[src/hw/rtl/cesd_pkg.sv]
package cesd_pkg;

  localparam logic [7:0] CH_BSLASH = 8'h5C;
  localparam logic [7:0] CH_X      = 8'h78;
  localparam logic [7:0] CH_0      = 8'h30;
  localparam logic [7:0] CH_1      = 8'h31;
  localparam logic [7:0] CH_7      = 8'h37;
  localparam logic [7:0] CH_9      = 8'h39;
  localparam logic [7:0] CH_LA     = 8'h61;
  localparam logic [7:0] CH_LF     = 8'h66;
  localparam logic [7:0] CH_UA     = 8'h41;
  localparam logic [7:0] CH_UF     = 8'h46;

  localparam int unsigned QDepth = 3;

  typedef enum logic [5:0] {
    MODE_PLAIN = 6'b000001,
    MODE_ESC   = 6'b000010,
    MODE_HEX   = 6'b000100,
    MODE_OCT   = 6'b001000,
    MODE_ZERO  = 6'b010000,
    MODE_DROP  = 6'b100000
  } mode_e;

  typedef enum logic [1:0] {
    KIND_BYTE  = 2'd0,
    KIND_ERROR = 2'd1,
    KIND_END   = 2'd2
  } kind_e;

  typedef struct packed {
    kind_e      kind;
    logic [7:0] data;
    logic       last;
  } res_t;

  typedef struct packed {
    mode_e      mode;
    logic [7:0] accum;
    logic [1:0] digits;
  } state_t;

  typedef struct packed {
    state_t     nxt;
    logic [1:0] n_res;
    res_t       r0;
    res_t       r1;
  } step_t;

  typedef struct packed {
    logic [1:0] cnt;
    logic       room;
  } q_status_t;

  // {hit, value}
  function automatic logic [8:0] simple_escape(input logic [7:0] b);
    logic [8:0] r;
    case (b)
      8'h61:   r = {1'b1, 8'h07};
      8'h62:   r = {1'b1, 8'h08};
      8'h66:   r = {1'b1, 8'h0C};
      8'h6E:   r = {1'b1, 8'h0A};
      8'h72:   r = {1'b1, 8'h0D};
      8'h74:   r = {1'b1, 8'h09};
      8'h76:   r = {1'b1, 8'h0B};
      8'h5C:   r = {1'b1, 8'h5C};
      8'h3F:   r = {1'b1, 8'h3F};
      8'h27:   r = {1'b1, 8'h27};
      8'h22:   r = {1'b1, 8'h22};
      default: r = 9'd0;
    endcase
    return r;
  endfunction

  // {hit, nibble}
  function automatic logic [4:0] hex_value(input logic [7:0] b);
    logic [4:0] r;
    if (b >= CH_0 && b <= CH_9) begin
      r = {1'b1, b[3:0]};
    end else if ((b >= CH_LA && b <= CH_LF) || (b >= CH_UA && b <= CH_UF)) begin
      r = {1'b1, b[3:0] + 4'd9};
    end else begin
      r = 5'd0;
    end
    return r;
  endfunction

  function automatic logic is_octal(input logic [7:0] b);
    return (b >= CH_0) && (b <= CH_7);
  endfunction

endpackage

[src/hw/rtl/cesd_in_if.sv]
interface cesd_in_if;
  logic       valid;
  logic       ready;
  logic [7:0] in_byte;
  logic       in_last;

  modport source (output valid, output in_byte, output in_last, input ready);
  modport sink   (input valid, input in_byte, input in_last, output ready);
endinterface

[src/hw/rtl/cesd_out_if.sv]
interface cesd_out_if;
  logic       valid;
  logic       ready;
  logic [1:0] out_kind;
  logic [7:0] out_byte;
  logic       out_last;

  modport source (output valid, output out_kind, output out_byte, output out_last,
                  input ready);
  modport sink   (input valid, input out_kind, input out_byte, input out_last,
                  output ready);
endinterface

[src/hw/rtl/cesd_decode.sv]
module cesd_decode (
  input  cesd_pkg::state_t cur_i,
  input  logic [7:0]       byte_i,
  input  logic             last_i,
  output cesd_pkg::step_t  step_o
);

  cesd_pkg::step_t s;
  cesd_pkg::res_t  pr;
  cesd_pkg::state_t pst;
  logic [8:0]      sim;
  logic [4:0]      hx;
  logic [7:0]      acc;

  cesd_pkg::res_t  err_r;
  cesd_pkg::state_t err_s;

  always_comb begin
    err_r.kind = cesd_pkg::KIND_ERROR;
    err_r.data = 8'd0;
    err_r.last = last_i;
    err_s.mode = last_i ? cesd_pkg::MODE_PLAIN : cesd_pkg::MODE_DROP;
    err_s.accum = 8'd0;
    err_s.digits = 2'd0;

    // plain text handling of the current byte
    if (byte_i == cesd_pkg::CH_BSLASH) begin
      pr.kind = cesd_pkg::KIND_ERROR;
      pr.data = 8'd0;
      pr.last = 1'b1;
      pst.mode = last_i ? cesd_pkg::MODE_PLAIN : cesd_pkg::MODE_ESC;
    end else begin
      pr.kind = cesd_pkg::KIND_BYTE;
      pr.data = byte_i;
      pr.last = last_i;
      pst.mode = cesd_pkg::MODE_PLAIN;
    end
    pst.accum = 8'd0;
    pst.digits = 2'd0;

    sim = cesd_pkg::simple_escape(byte_i);
    hx  = cesd_pkg::hex_value(byte_i);
    acc = 8'd0;

    s.nxt = cur_i;
    s.n_res = 2'd0;
    s.r0 = err_r;
    s.r1 = pr;

    case (cur_i.mode)
      cesd_pkg::MODE_ESC: begin
        if (sim[8]) begin
          s.n_res = 2'd1;
          s.r0 = '{kind: cesd_pkg::KIND_BYTE, data: sim[7:0], last: last_i};
          s.nxt = '{mode: cesd_pkg::MODE_PLAIN, accum: 8'd0, digits: 2'd0};
        end else if (byte_i == cesd_pkg::CH_X) begin
          if (last_i) begin
            s.n_res = 2'd1;
            s.nxt = err_s;
          end else begin
            s.nxt = '{mode: cesd_pkg::MODE_HEX, accum: 8'd0, digits: 2'd0};
          end
        end else if (byte_i == cesd_pkg::CH_0) begin
          if (last_i) begin
            s.n_res = 2'd1;
            s.r0 = '{kind: cesd_pkg::KIND_BYTE, data: 8'd0, last: 1'b1};
            s.nxt = '{mode: cesd_pkg::MODE_PLAIN, accum: 8'd0, digits: 2'd0};
          end else begin
            s.nxt = '{mode: cesd_pkg::MODE_ZERO, accum: 8'd0, digits: 2'd0};
          end
        end else if (byte_i >= cesd_pkg::CH_1 && byte_i <= cesd_pkg::CH_7) begin
          if (last_i) begin
            s.n_res = 2'd1;
            s.nxt = err_s;
          end else begin
            s.nxt = '{mode: cesd_pkg::MODE_OCT, accum: {5'd0, byte_i[2:0]}, digits: 2'd1};
          end
        end else begin
          s.n_res = 2'd1;
          s.nxt = err_s;
        end
      end
      cesd_pkg::MODE_HEX: begin
        acc = {cur_i.accum[3:0], hx[3:0]};
        if (!hx[4]) begin
          s.n_res = 2'd1;
          s.nxt = err_s;
        end else if (cur_i.digits != 2'd0) begin
          s.n_res = 2'd1;
          s.r0 = '{kind: cesd_pkg::KIND_BYTE, data: acc, last: last_i};
          s.nxt = '{mode: cesd_pkg::MODE_PLAIN, accum: 8'd0, digits: 2'd0};
        end else if (last_i) begin
          s.n_res = 2'd1;
          s.nxt = err_s;
        end else begin
          s.nxt = '{mode: cesd_pkg::MODE_HEX, accum: acc, digits: 2'd1};
        end
      end
      cesd_pkg::MODE_OCT: begin
        acc = {cur_i.accum[4:0], byte_i[2:0]};
        if (!cesd_pkg::is_octal(byte_i)) begin
          s.n_res = 2'd1;
          s.nxt = err_s;
        end else if (cur_i.digits >= 2'd2) begin
          s.n_res = 2'd1;
          s.r0 = '{kind: cesd_pkg::KIND_BYTE, data: acc, last: last_i};
          s.nxt = '{mode: cesd_pkg::MODE_PLAIN, accum: 8'd0, digits: 2'd0};
        end else if (last_i) begin
          s.n_res = 2'd1;
          s.nxt = err_s;
        end else begin
          s.nxt = '{mode: cesd_pkg::MODE_OCT, accum: acc, digits: cur_i.digits + 2'd1};
        end
      end
      cesd_pkg::MODE_ZERO: begin
        if (cesd_pkg::is_octal(byte_i)) begin
          if (last_i) begin
            s.n_res = 2'd1;
            s.nxt = err_s;
          end else begin
            s.nxt = '{mode: cesd_pkg::MODE_OCT, accum: {5'd0, byte_i[2:0]}, digits: 2'd2};
          end
        end else begin
          // NUL, then the byte again as plain text
          s.r0 = '{kind: cesd_pkg::KIND_BYTE, data: 8'd0, last: 1'b0};
          s.r1 = pr;
          s.n_res = (byte_i == cesd_pkg::CH_BSLASH && !last_i) ? 2'd1 : 2'd2;
          s.nxt = pst;
        end
      end
      cesd_pkg::MODE_DROP: begin
        if (last_i) begin
          s.n_res = 2'd1;
          s.r0 = '{kind: cesd_pkg::KIND_END, data: 8'd0, last: 1'b1};
          s.nxt = '{mode: cesd_pkg::MODE_PLAIN, accum: 8'd0, digits: 2'd0};
        end
      end
      default: begin
        s.r0 = pr;
        s.n_res = (byte_i == cesd_pkg::CH_BSLASH && !last_i) ? 2'd0 : 2'd1;
        s.nxt = pst;
      end
    endcase
  end

  assign step_o = s;

endmodule

[src/hw/rtl/cesd_outq.sv]
module cesd_outq (
  input  logic                    clk_i,
  input  logic                    rst_ni,
  input  logic                    push_i,
  input  logic [1:0]              n_push_i,
  input  cesd_pkg::res_t          r0_i,
  input  cesd_pkg::res_t          r1_i,
  output cesd_pkg::q_status_t     status_o,
  cesd_out_if.source              out_o
);

  cesd_pkg::res_t ent_q [cesd_pkg::QDepth];
  cesd_pkg::res_t ent_d [cesd_pkg::QDepth];
  cesd_pkg::res_t sh    [cesd_pkg::QDepth];
  logic [1:0]     cnt_q, cnt_d, base;
  logic [1:0]     n_eff;
  logic           pop;

  assign pop   = out_o.valid && out_o.ready;
  assign base  = cnt_q - {1'b0, pop};
  assign n_eff = push_i ? n_push_i : 2'd0;

  always_comb begin
    for (int i = 0; i < cesd_pkg::QDepth; i++) begin
      if (pop && i < cesd_pkg::QDepth - 1) begin
        sh[i] = ent_q[i + 1];
      end else begin
        sh[i] = ent_q[i];
      end
    end
    for (int i = 0; i < cesd_pkg::QDepth; i++) begin
      ent_d[i] = sh[i];
      if (n_eff != 2'd0 && base == 2'(i)) begin
        ent_d[i] = r0_i;
      end
      if (n_eff == 2'd2 && base + 2'd1 == 2'(i)) begin
        ent_d[i] = r1_i;
      end
    end
    cnt_d = base + n_eff;
  end

  always_ff @(posedge clk_i or negedge rst_ni) begin
    if (!rst_ni) begin
      cnt_q <= 2'd0;
    end else begin
      cnt_q <= cnt_d;
    end
  end

  always_ff @(posedge clk_i) begin
    for (int i = 0; i < cesd_pkg::QDepth; i++) begin
      ent_q[i] <= ent_d[i];
    end
  end

  assign out_o.valid    = cnt_q != 2'd0;
  assign out_o.out_kind = ent_q[0].kind;
  assign out_o.out_byte = ent_q[0].data;
  assign out_o.out_last = ent_q[0].last;

  // two free slots needed, counting this cycle's pop
  assign status_o.cnt  = cnt_q;
  assign status_o.room = (cnt_q <= 2'd1) || (cnt_q == 2'd2 && out_o.ready);

endmodule

[src/hw/rtl/c_escape_sequence_decoder_top.sv]
// Results are registered in the 3-entry result queue before the output.
// Throughput: one request per cycle while that queue has room for two results;
//   a zero escape followed by a plain byte makes two results, and the queue
//   drains one per cycle while out_o.ready is high. Reset (rst_ni low,
//   asynchronous): plain text mode, escape state and result queue cleared.
module c_escape_sequence_decoder_top (
  input  logic      clk_i,
  input  logic      rst_ni,
  cesd_in_if.sink   in_i,
  cesd_out_if.source out_o
);

  cesd_pkg::state_t    st_q;
  cesd_pkg::step_t     step;
  cesd_pkg::q_status_t qs;
  logic                in_acc;

  assign in_i.ready = qs.room;
  assign in_acc     = in_i.valid && in_i.ready;

  cesd_decode u_decode (
    .cur_i  (st_q),
    .byte_i (in_i.in_byte),
    .last_i (in_i.in_last),
    .step_o (step)
  );

  cesd_outq u_outq (
    .clk_i    (clk_i),
    .rst_ni   (rst_ni),
    .push_i   (in_acc),
    .n_push_i (step.n_res),
    .r0_i     (step.r0),
    .r1_i     (step.r1),
    .status_o (qs),
    .out_o    (out_o)
  );

  always_ff @(posedge clk_i or negedge rst_ni) begin
    if (!rst_ni) begin
      st_q <= '{mode: cesd_pkg::MODE_PLAIN, accum: 8'd0, digits: 2'd0};
    end else if (in_acc) begin
      st_q <= step.nxt;
    end
  end

  a_res_visible: assert property (@(posedge clk_i) disable iff (!rst_ni)
    in_acc && step.n_res != 2'd0 |=> out_o.valid)
    else $error("result of accepted request not visible");

  a_stall_full: assert property (@(posedge clk_i) disable iff (!rst_ni)
    !in_i.ready |-> qs.cnt >= 2'd2)
    else $error("input stalled with queue room");

  a_drop_clear: assert property (@(posedge clk_i) disable iff (!rst_ni)
    st_q.mode == cesd_pkg::MODE_DROP |-> st_q.digits == 2'd0 && st_q.accum == 8'd0)
    else $error("escape state not cleared in drop mode");

endmodule
[src/flat_wrapper.sv]
// flat-port wrapper written by rule: the top's interface ports become plain ports
module c_escape_sequence_decoder_top_flat 
  (clk_i, rst_ni, in_i_valid, in_i_in_byte, in_i_in_last, in_i_ready, out_o_valid, out_o_out_kind, out_o_out_byte, out_o_out_last, out_o_ready);
  cesd_in_if in_i_i ();
  cesd_out_if out_o_i ();
  input  logic clk_i;
  input  logic rst_ni;
  input wire logic [$bits(in_i_i.valid)-1:0] in_i_valid;
  input wire logic [$bits(in_i_i.in_byte)-1:0] in_i_in_byte;
  input wire logic [$bits(in_i_i.in_last)-1:0] in_i_in_last;
  output wire logic [$bits(in_i_i.ready)-1:0] in_i_ready;
  output wire logic [$bits(out_o_i.valid)-1:0] out_o_valid;
  output wire logic [$bits(out_o_i.out_kind)-1:0] out_o_out_kind;
  output wire logic [$bits(out_o_i.out_byte)-1:0] out_o_out_byte;
  output wire logic [$bits(out_o_i.out_last)-1:0] out_o_out_last;
  input wire logic [$bits(out_o_i.ready)-1:0] out_o_ready;
  assign in_i_i.valid = in_i_valid;
  assign in_i_i.in_byte = in_i_in_byte;
  assign in_i_i.in_last = in_i_in_last;
  assign in_i_ready = in_i_i.ready;
  assign out_o_valid = out_o_i.valid;
  assign out_o_out_kind = out_o_i.out_kind;
  assign out_o_out_byte = out_o_i.out_byte;
  assign out_o_out_last = out_o_i.out_last;
  assign out_o_i.ready = out_o_ready;
  c_escape_sequence_decoder_top u_core (.clk_i(clk_i), .rst_ni(rst_ni), .in_i(in_i_i), .out_o(out_o_i));
endmodule
[config.mk]
export PLATFORM = sky130hd
export DESIGN_NAME = c_escape_sequence_decoder_top_flat
export DESIGN_NICKNAME = d
export VERILOG_FILES = /design/src/hw/rtl/cesd_pkg.sv /design/src/hw/rtl/cesd_in_if.sv /design/src/hw/rtl/cesd_out_if.sv /design/src/hw/rtl/cesd_decode.sv /design/src/hw/rtl/cesd_outq.sv /design/src/hw/rtl/c_escape_sequence_decoder_top.sv /design/src/flat_wrapper.sv
export SDC_FILE = /design/constraint.sdc
export NUM_CORES = 1
export LEC_CHECK = 0
export ABC_AREA = 0
export BUFFER_PORTS_ARGS = -buffer_cell sky130_fd_sc_hd__buf_2
export CORE_UTILIZATION = 54
export DETAILED_ROUTE_END_ITERATION = 7
export PLACE_DENSITY = 0.77
export SYNTH_ARGS = -nofsm -noshare
export SYNTH_HDL_FRONTEND = slang
export SYNTH_SLANG_ARGS = --single-unit
[constraint.sdc]
create_clock -name clk_i -period 9.1 [get_ports clk_i]
set_input_delay 0.455 -clock clk_i [delete_from_list [all_inputs] [get_ports clk_i]]
set_output_delay 0.455 -clock clk_i [all_outputs]
set_load 0.01 [all_outputs]
==> flow_metrics.env <==
export IMPL_post_cts_buffers=0
export IMPL_cts_buffers_inserted=5
export IMPL_n_fill_cell=586
export IMPL_seqPwrFrac_pct=36.2
export IMPL_cp_max_fo=15
export IMPL_syn_nets=439
export IMPL_clk_pin_slew_worst_paths_ns=0.10
export IMPL_slowest_stage="nand3b_1"
export IMPL_p_sw_share_pct=40.0
export IMPL_rsz0062_at_grt="no"
export IMPL_synth_top_area_cell="edfxtp_1"
export IMPL_crit_family="simple AND/OR/NAND/NOR gates"
export IMPL_grt_first_pass_wirelength_mm=16.8
export IMPL_yosysWarnings=0
export IMPL_grt_max_degree=24
export IMPL_htree_levels=2
export IMPL_antenna_found_initial=0
export IMPL_layout_drive_gt1_share_pct=13.8
export IMPL_clkLatencyLatePin_ns=0.31
export IMPL_syn_to_final_growth_pct=5.28
export IMPL_grt_pass1_vias=3135
export IMPL_dp_hpwl_mm=7.66
export IMPL_io_pins=26
export IMPL_drv_cap=0
export IMPL_cp_end_kind="flip-flop"
export IMPL_fin_crit_sh_pct=41.1
export IMPL_synth_most_common_cell="nand2_1"
export IMPL_cts_tree="built"
export IMPL_tns_ns=0
export IMPL_fmax_ghz=0.268
export IMPL_p_per_area_mw_per_mm2=259
export IMPL_postSynthAreaPerCell_um2=8.79
export IMPL_yosysTopAreaCellShare_pct=24.5
export IMPL_worst_slew_pin_slew_ns=0.994
export IMPL_synthTopCellsByCount="40 x nand2_1, 36 x nor2_1, 30 x edfxtp_1"
export IMPL_cp_arrival_ns=3.67
export IMPL_power_share_combinational_pct=44.7
export IMPL_clkPwrFrac_pct=19.1
export IMPL_num_rows=29
export IMPL_synth_area_top_cells="edfxtp_1 25%, dfrtp_1 9.5%, nand2_1 4.1%"
export IMPL_fp_dieH_um=84.5
export IMPL_ys_ff_latch=48
export IMPL_start_kind="flip-flop"
export IMPL_hold_path_class="input pin to async pin"
export IMPL_coreArea_mm2=0.00646
export IMPL_run_status="finished, violations left"
export IMPL_hold_viol_final=0
export IMPL_post_cts_resize_count=0
export IMPL_power_w=0.00100
export IMPL_crit_type="flip-flop to flip-flop"
export IMPL_drt_wl_total_mm=10.4
export IMPL_die_x_um=84.5
export IMPL_synth_edf_count=30
export IMPL_final_nets=439
export IMPL_overflow=0
export IMPL_worst_ep_required_time_ns=9.03
export IMPL_numClockSinks=48
export IMPL_gp_routability_congestion=0.996
export IMPL_dieArea_mm2=0.00714
export IMPL_async_reset_ff_share_pct=31.3
export IMPL_fin_crit_ns=3.74
export IMPL_slowest_delay_ns=0.51
export IMPL_start_util_pct=56.9
export IMPL_avgRoutedWirePerCell_um=21.1
export IMPL_drc_errors=2
export IMPL_drtPass1Iterations=8
export IMPL_finalSetupViolCount=0
export IMPL_ys_flop_type="edfxtp_1"
export IMPL_critPathBufInv=1
export IMPL_worstPathCellList="nor4_1, nand3b_1, nand4_2, o31ai_1, o31ai_4, inv_2, o21ai_4, nand3_1"
export IMPL_ir_drop_v=0.000160
export IMPL_numPortBuffers=25
export IMPL_cts_hold_buffers=0
export IMPL_grtUsageTotal_pct=30.3
export IMPL_routed_via_density=7.02
export IMPL_intPower_w=0.000600
export IMPL_finClkSkew_ns=0.0103
export IMPL_antenna_cells=0
export IMPL_syn_inst=418
export IMPL_slew_violations=0
export IMPL_slew_headroom_pct=33.3
export IMPL_violations="design-rule violations"
export IMPL_power_switching_w=0.000401
export IMPL_seq_area_frac_synth_pct=36.4
export IMPL_synth_cell_types=79
export IMPL_clockRootBuffer="clkbuf_8"
export IMPL_synth_area_mm2=0.00367
export IMPL_vias=3481
export IMPL_postRouteAntennaNets=0
export IMPL_p_leak_nw=1.48
export IMPL_drt_iter0_drc=502
export IMPL_clockBufferDepth=2
==> logic make-up (layout without fill, tap and decap cells) <==
kind of cell               after synthesis  in the layout  synth area share (%)
AOI/OAI and AO/OA                      144            144                  28.6
xor gates and xnor gates                 9              9                  2.15
buffers and inverters                   49             50                  6.34
and+or+nand+nor                        156            156                  22.7
muxes                                    4              4                  1.09
DFF                                     48             48                  36.4
adders and majority gates                8              8                  2.72
==> power by group through the flow <==
stage | clock [W] | sequential, W | combinational [W]
CTS | 0.000192 | 0.000360 | 0.000437
detailed placement | 0 | 0.000364 | 0.000434
global placement | 0 | 0.000364 | 0.000432
finish | 0.000191 | 0.000362 | 0.000448
floorplan | 0 | 0.000355 | 0.000352
global route | 0.000199 | 0.000367 | 0.000483
==> path summary, 6_finish.rpt <==
path | start | to | slack, ns | cells past startpoint
min in group clk_i | u_core.u_outq.ent_q[0][32]$_SDFFE_PP0P_ | u_core.u_outq.ent_q[0][32]$_SDFFE_PP0P_ | 0.53 | 2
hold reg to reg | u_core.u_outq.ent_q[0][32]$_SDFFE_PP0P_ | u_core.u_outq.ent_q[0][32]$_SDFFE_PP0P_ | 0.53 | 2
max in group asynchronous | rst_ni | u_core.st_q[10]$_DFFE_PN1P_ | 8.78 | 1
setup reg to reg | u_core.st_q[12]$_DFFE_PN0P_ | u_core.u_outq.ent_q[0][13]$_DFFE_PP_ | 5.36 | 8
setup / recovery | u_core.st_q[12]$_DFFE_PN0P_ | u_core.u_outq.ent_q[0][13]$_DFFE_PP_ | 5.36 | 8
hold / removal | rst_ni | u_core.st_q[2]$_DFFE_PN0P_ | 0.02 | 1
==> worst reg2reg max path, stage by stage, from the launching register on <==
cell      delay [ns]
dfrtp_1         0.48
nor4_1          0.37
nand3b_1        0.51
nand4_2         0.48
o31ai_1         0.20
o31ai_4         0.31
inv_2           0.14
o21ai_4         0.42
nand3_1         0.45
==> registers in the layout, summed over array words and instances, names as in the netlist <==
register,flops
u_core.st_q,13
u_core.u_outq.cnt_q,2
u_core.u_outq.ent_q,33
==> layout by cell type (no fill, tap or decap), drive strengths merged, types with 8 or more instances in the layout <==
cell	n
ha	8
edfxtp	30
inv	17
dfrtp	14
a21oi	28
nor3	8
buf	26
nand2	40
nand3	17
o21ai	33
nor2	36
o22ai	11
==> metrics by stage <==
| step | utilization, % | hold WS [ns] | setup slack [ns] | std cells | area (µm²) |
|---|---|---|---|---|---|
| after global placement | 57.7 | 0.372 | 5.37 | 488 | 3730 |
| after detailed placement | 57.7 | 0.378 | 5.27 | 488 | 3730 |
| after global routing | 59.9 | 0.0535 | 5.08 | 496 | 3870 |
| after floorplan | - | 0.159 | 5.95 | 418 | 3670 |
| after CTS | 59.9 | 0.0360 | 5.48 | 496 | 3870 |
| final | 59.9 | 0.0246 | 5.36 | 496 | 3870 |
==> metal layers <==
metal  up-vias  GRT usage (%)  wire length (µm)
li1       1581              -                 -
met1      1651           44.5              4630
met2       222           44.1              4450
met3        27           7.08              1110
met4         0           9.55               254
met5         -              0                 0
==> cell type report <==
cell class	count	area (µm²)	share of cell area [%]
clock buffers	5	68.8	1.78
clock inverters	3	68.8	1.78
inverters	16	60.1	1.55
multi-input cells	321	2100	54.4
flip-flops and latches	48	1340	34.6
well taps	77	96.3	2.49
repair buffers	26	133	3.43
Note: power is estimated with default switching activity, not from simulation.
